## config.mk

```make
export PLATFORM = sky130hd
export DESIGN_NAME = kcs_ctrl
export DESIGN_NICKNAME = d
export VERILOG_FILES = /design/src/rtl/kcs_pkg.sv /design/src/rtl/kcs_ctrl.sv
export SDC_FILE = /design/constraint.sdc
export NUM_CORES = 1
export LEC_CHECK = 0
export BUFFER_PORTS_ARGS = -buffer_cell sky130_fd_sc_hd__buf_2
export CAP_MARGIN = 25
export CORE_MARGIN = 2
export CORE_UTILIZATION = 30
export DETAILED_ROUTE_END_ITERATION = 6
export GPL_TIMING_DRIVEN = 0
export PLACE_DENSITY = 0.62
export RECOVER_POWER = 50
export SLEW_MARGIN = 20
export SYNTH_ARGS = -nofsm -noshare
export SYNTH_HDL_FRONTEND = slang
export SYNTH_SLANG_ARGS = --single-unit
```

## constraint.sdc

```tcl
create_clock -name clk -period 3.4 [get_ports clk]
set_input_delay 0.34 -clock clk [delete_from_list [all_inputs] [get_ports clk]]
set_output_delay 0.34 -clock clk [all_outputs]
set_load 0.01 [all_outputs]
```

## src/rtl/kcs_pkg.sv

```systemverilog
package kcs_pkg;

	localparam int NUM_CHANNELS_DEF = 64;
	localparam int MAX_KEYS_DEF = 32;
	localparam int CH_W = 6;
	localparam int SLOT_W = 5;
	localparam int VAL_W = 32;
	localparam int FRAC_W = 17;

	// Configuration register indexes.
	localparam logic CFG_START_TIME = 1'b0;
	localparam logic CFG_END_TIME   = 1'b1;

	// Item kinds.
	localparam logic FUNC_LOAD   = 1'b0;
	localparam logic FUNC_SAMPLE = 1'b1;

	// Controller to datapath commands.
	typedef struct packed {
		logic capture;
		logic load_wr;
		logic rd_issue;
		logic scan_check;
		logic fetch_a;
		logic fetch_b;
		logic div_start;
		logic mul_start;
		logic mul_step;
		logic out_hold;
		logic out_lerp;
		logic out_bind;
		logic out_load;
	} kcs_cmd_t;

	// Datapath to controller status.
	typedef struct packed {
		logic is_sample;
		logic load_ok;
		logic scan_done;
		logic found;
		logic use_hold;
		logic div_done;
		logic mul_done;
	} kcs_sts_t;

endpackage

```

## src/rtl/kcs_ctrl.sv

```systemverilog
module kcs_ctrl (
	input  logic              clk,
	input  logic              arst_n,
	input  logic              s_tvalid,
	output logic              s_tready,
	output logic              m_tvalid,
	input  logic              m_tready,
	output kcs_pkg::kcs_cmd_t cmd,
	input  kcs_pkg::kcs_sts_t sts
);
	import kcs_pkg::*;

	typedef enum logic [10:0] {
		ST_IDLE  = 11'b00000000001,
		ST_DEC   = 11'b00000000010,
		ST_SCAN  = 11'b00000000100,
		ST_FETA  = 11'b00000001000,
		ST_WAITA = 11'b00000010000,
		ST_FETB  = 11'b00000100000,
		ST_WAITB = 11'b00001000000,
		ST_DIV   = 11'b00010000000,
		ST_MUL   = 11'b00100000000,
		ST_FIN   = 11'b01000000000,
		ST_OUT   = 11'b10000000000
	} state_t;

	state_t state_q, state_d;
	logic   outv_q;

	assign s_tready = (state_q == ST_IDLE) && !outv_q;
	assign m_tvalid = outv_q;

	// Sequencer for one item at a time.
	always_comb begin
		state_d = state_q;
		cmd = '0;
		unique case (state_q)
			ST_IDLE: begin
				if (s_tvalid && s_tready) begin
					cmd.capture = 1'b1;
					state_d = ST_DEC;
				end
			end
			ST_DEC: begin
				if (!sts.is_sample) begin
					cmd.load_wr = sts.load_ok;
					state_d = ST_IDLE;
				end else begin
					cmd.rd_issue = 1'b1;
					state_d = ST_SCAN;
				end
			end
			ST_SCAN: begin
				cmd.scan_check = 1'b1;
				if (sts.scan_done) begin
					state_d = ST_FETA;
				end
			end
			ST_FETA: begin
				if (!sts.found) begin
					cmd.out_bind = 1'b1;
					state_d = ST_OUT;
				end else begin
					cmd.fetch_a = 1'b1;
					state_d = ST_WAITA;
				end
			end
			ST_WAITA: begin
				cmd.fetch_b = 1'b1;
				state_d = ST_FETB;
			end
			ST_FETB: begin
				if (sts.use_hold) begin
					cmd.out_hold = 1'b1;
					state_d = ST_OUT;
				end else begin
					state_d = ST_WAITB;
				end
			end
			ST_WAITB: begin
				cmd.div_start = 1'b1;
				state_d = ST_DIV;
			end
			ST_DIV: begin
				if (sts.div_done) begin
					cmd.mul_start = 1'b1;
					state_d = ST_MUL;
				end
			end
			ST_MUL: begin
				cmd.mul_step = 1'b1;
				if (sts.mul_done) begin
					state_d = ST_FIN;
				end
			end
			ST_FIN: begin
				cmd.out_lerp = 1'b1;
				state_d = ST_OUT;
			end
			ST_OUT: begin
				cmd.out_load = 1'b1;
				state_d = ST_IDLE;
			end
			default: state_d = ST_IDLE;
		endcase
	end

	always_ff @(posedge clk or negedge arst_n) begin
		if (!arst_n) begin
			state_q <= ST_IDLE;
			outv_q  <= 1'b0;
		end else begin
			state_q <= state_d;
			if (cmd.out_load) begin
				outv_q <= 1'b1;
			end else if (m_tready) begin
				outv_q <= 1'b0;
			end
		end
	end

endmodule

```

# == Word-level counts from Yosys, hierarchy flattened ==
# Index checks and enable logic that the tools add are counted.
# word_totals
memories,0
mem_bits_rw,0
rom_bits,0
latch_bits,0
regBits,12
inputBits,11
# op_classes
n_div,0
reduce_logical,5
muxes,29
shift,0
multipliers,0
add_sub_neg,0
n_eq_ne,15
bitwise,0
n_lt_le_gt_ge,0
# ops
op,count
one-hot mux 11 bit (10 select lines),1
2-to-1 mux 11 bit,6
2-to-1 mux 1 bit,20
equality test 11 x 1 -> 1 bit (second input constant),1
equality test 11 x 10 -> 1 bit (second input constant),1
equality test 11 bit (second input constant),1
equality test 11 x 2 -> 1 bit (second input constant),1
equality test 11 x 3 -> 1 bit (second input constant),1
equality test 11 x 4 -> 1 bit (second input constant),1
equality test 11 x 5 -> 1 bit (second input constant),1
equality test 11 x 6 -> 1 bit (second input constant),1
equality test 11 x 7 -> 1 bit (second input constant),1
equality test 11 x 8 -> 1 bit (second input constant),1
equality test 11 x 9 -> 1 bit (second input constant),1
!= test 2 bit (second input constant),3
AND reduction 4 bit,1
2-to-1 mux 3 bit,1
logical AND 1 bit,2
2-to-1 mux 2 bit,1
!= test 2 x 1 -> 1 bit (second input constant),1
nonzero test 2 bit,1
logical NOT 1 bit,1

# == Depth between registers and ports, before layout ==
# logic_depth
word_depth,5
depth_mapped,5
ltp_nobuf,5

# == Worst setup path after synthesis ==
# No wires, ideal clock.
# synth_timing
path_type,register -> output
start,register state_q[4]
end,output port cmd[11] in the netlist's numbering
t_required_ps,3060
path_slack_ps,1342
arrival_time_ps,1718
path_stages_with_launch,5
n_path_buf,0
cell_sequence,dfrtp_1 > or4_4 > nor4_4 > nand2_1 > nor4_1
# synth_lines
item,line,text
from (decl),kcs_ctrl.sv:27,"state_t state_q, state_d;"
from (signal assigned),kcs_ctrl.sv:113,state_q <= state_d;
to (decl),kcs_ctrl.sv:8,"output kcs_pkg::kcs_cmd_t cmd,"

==> impl_metrics.ini <==
[worst_setup_path]
cp_max_fo = 5
required_ns = 3.06
critPathArrivalTime_ns = 2.35
crit_path_start_kind = flop
path_class = reg2out
cp-end-kind = output port
ff2ff_path_depth = 5

[die]
num_rows = 18
core_sq_um = 2455
fp.dieW_um = 54.44
io_pins = 26
die_y_um = 54.44
die-area_sq_um = 2964
start_util_pct = 31.09

[sta]
tightest_slew_ns = 0.6591
finalHoldViolations = 0
fin_tns_setup_ns = 0
slew_violations = 0
finalCritPeriodShare_pct = 79.18
slew_headroom_pct = 56.06
finalClockSkew_ns = 0.0004035
fmax_mhz = 371.5
finalSetupViolCount = 0
rsz0062_at_grt = false
fin_crit_ns = 2.692

[place]
hpwl_mm = 1.378
io_buffers = 25
post_dp_cell_area_sq_um = 925.9
gp_congestion = 0.7630
dp.cells = 134

[global_route]
grtUsageTotal_pct = 13.56
first_global_vias = 637
grt_pass1_wl_mm = 2.746
grt-ovfl-total = 0
grt_max_degree = 13
antenna_found_initial = 0

[synthesis]
yosysSeqAreaShare_pct = 39.51
syn_inst = 79
syn_nets = 90
yosysWarnings = 0
synth-seq-cells = 12
ys.flop_type = dfrtp_1
avgSynthCellArea_sq_um = 9.661
synth_area_leader_cell = dfrtp_1
synth_area_leaders = dfrtp_1, nor4_4, and2_1
synthArstFlopShare_pct = 100.0
synth_area_sq_um = 763.2
yosysUniqueCellTypes = 34
yosysTopAreaCellShare_pct = 36.07
synth_edf_count = 0

[power_and_ir_drop]
power_density_nw_per_um2 = 481.3
peakVddDrop_mv = 0.2153
leakagePower_nw = 0.5165

[clock_tree]
clockRootBuffer = clkbuf_4
h-tree-depth = 1
cts_buffer_depth = 2
cts_buffers = 3
tritoncts = built
numClockSinks = 12
clk_pin_slew_ns = 0.08
postCtsSetupBuffers = 0
clkLatencyLatePin_ns = 0.28

[cells_and_area]
stdcell_count = 139
fin_nets = 121
fin_area_sq_um = 950.9
final_cell_mix = buf_2, dfrtp_1, nor2_1
drive_gt1_share_pct = 30.28
final_common_cell = buf_2
antennaDiodeCount = 0
syn_to_final_growth_pct = 24.59

[hold_path]
holdCritPathClass = in2reg
whs_path_depth = 2

[outcome]
status = finished, final reports clean

[detailed_routing]
drt-initial-drc-count = 3
wl_per_cell_um = 12.42
dr_total_vias = 709
drcViolationCount = 0
dr.pass1.iters = 4
routed_wl_mm = 1.727
via_per_inst = 5.101
ant_nets = 0

[flow_run]
drv_cap = 0
[worst max-delay path, stage by stage, from the launching register on]
cell	delay (ns)
dfrtp_1	0.43
or4_4	0.57
nor4_1	0.42
nand2_1	0.24
nor4_1	0.25
buf_2	0.17
[power breakdown]
| part | switching (W) | internal (W) | leakage (nW) |
|---|---|---|---|
| logic | 0.0000931 | 0.0000707 | 0.332 |
| registers | 0.0000172 | 0.000160 | 0.163 |
| clock network | 0.0000515 | 0.0000652 | 0.0210 |
[timing repair]
| item | 4_1_cts | 5_1_grt |
|---|---|---|
| resized for setup | 0 | 0 |
| hold endpoints to repair | 11 | 0 |
| hold buffers | 1 | 0 |
[path summary, 6_finish.rpt]
path / startpoint / endpoint / slack (ns)
worst max-delay path: state_q[4] / cmd[11] / 0.71
worst min-delay path: sts[2] / state_q[6] / 0.22
worst max register to register: state_q[4] / state_q[2] / 1.34
worst min register to register: m_tvalid / m_tvalid / 0.55
max in group asynchronous: arst_n / state_q[2] / 2.38
min in group asynchronous: arst_n / state_q[4] / 0.60
[state kept, by name (all words and copies together) (netlist names)]
| register | cells |
|---|---|
| m_tvalid | 1 |
| state_q | 11 |
[per-layer routing]
metal / wire (um) / part of all wire (%) / global-route usage, % / vias up
met5: 0 / 0 / 0 / -
met1: 759 / 44 / 16.47 / 338
met4: 34 / 2.0 / 8.750 / 0
met3: 78 / 4.5 / 3.279 / 4
met2: 854 / 49 / 21.29 / 17
li1: - / - / - / 350
[cell type report]
class | count | area [sq um]
tap | 30 | 37.54
fill | 263 | 1504
sequential | 12 | 301.5
timing repair buffer | 26 | 132.6
clock buffer | 4 | 36.28
multi-input combinational | 61 | 420.4
inverter | 6 | 22.52
[cell families (layout without fill, tap and decap cells)]
family / count (synthesis) / after routing / synth area share, %
buf+inv: 6 / 36 / 2.951
xor+xnor: 2 / 2 / 2.296
simple gates: 49 / 49 / 45.90
compound gates: 10 / 10 / 9.344
flops: 12 / 12 / 39.51
[Yosys cell counts (2+ instances only)]
cell type  count
and3_1         2
and2_1         5
or4_4          2
nor4b_1        2
nand2_1        3
nor3b_1        3
nor4_4         2
dfrtp_1       11
nor2b_1        2
o22ai_1        2
nor3_1         5
and3b_1        2
a21o_1         2
nand2b_1       3
xnor2_1        2
nor2_1         8
inv_1          6
[metrics by stage]
stage / utilization [%] / setup WS, ns / total power, W / hold WS [ns]
3_3_place_gp: 37.72 / 1.284 / 0.0003519 / 0.2334
5_1_grt: 38.74 / 0.4403 / 0.0004878 / 0.2221
2_1_floorplan: - / 1.342 / 0.0003066 / 0.04441
3_5_place_dp: 37.72 / 1.265 / 0.0003547 / 0.2380
4_1_cts: 39.60 / 0.9549 / 0.0004715 / 0.2152
6_report: 38.74 / 0.7080 / 0.0004577 / 0.2168
No activity file was read; power rests on OpenSTA's default activity.
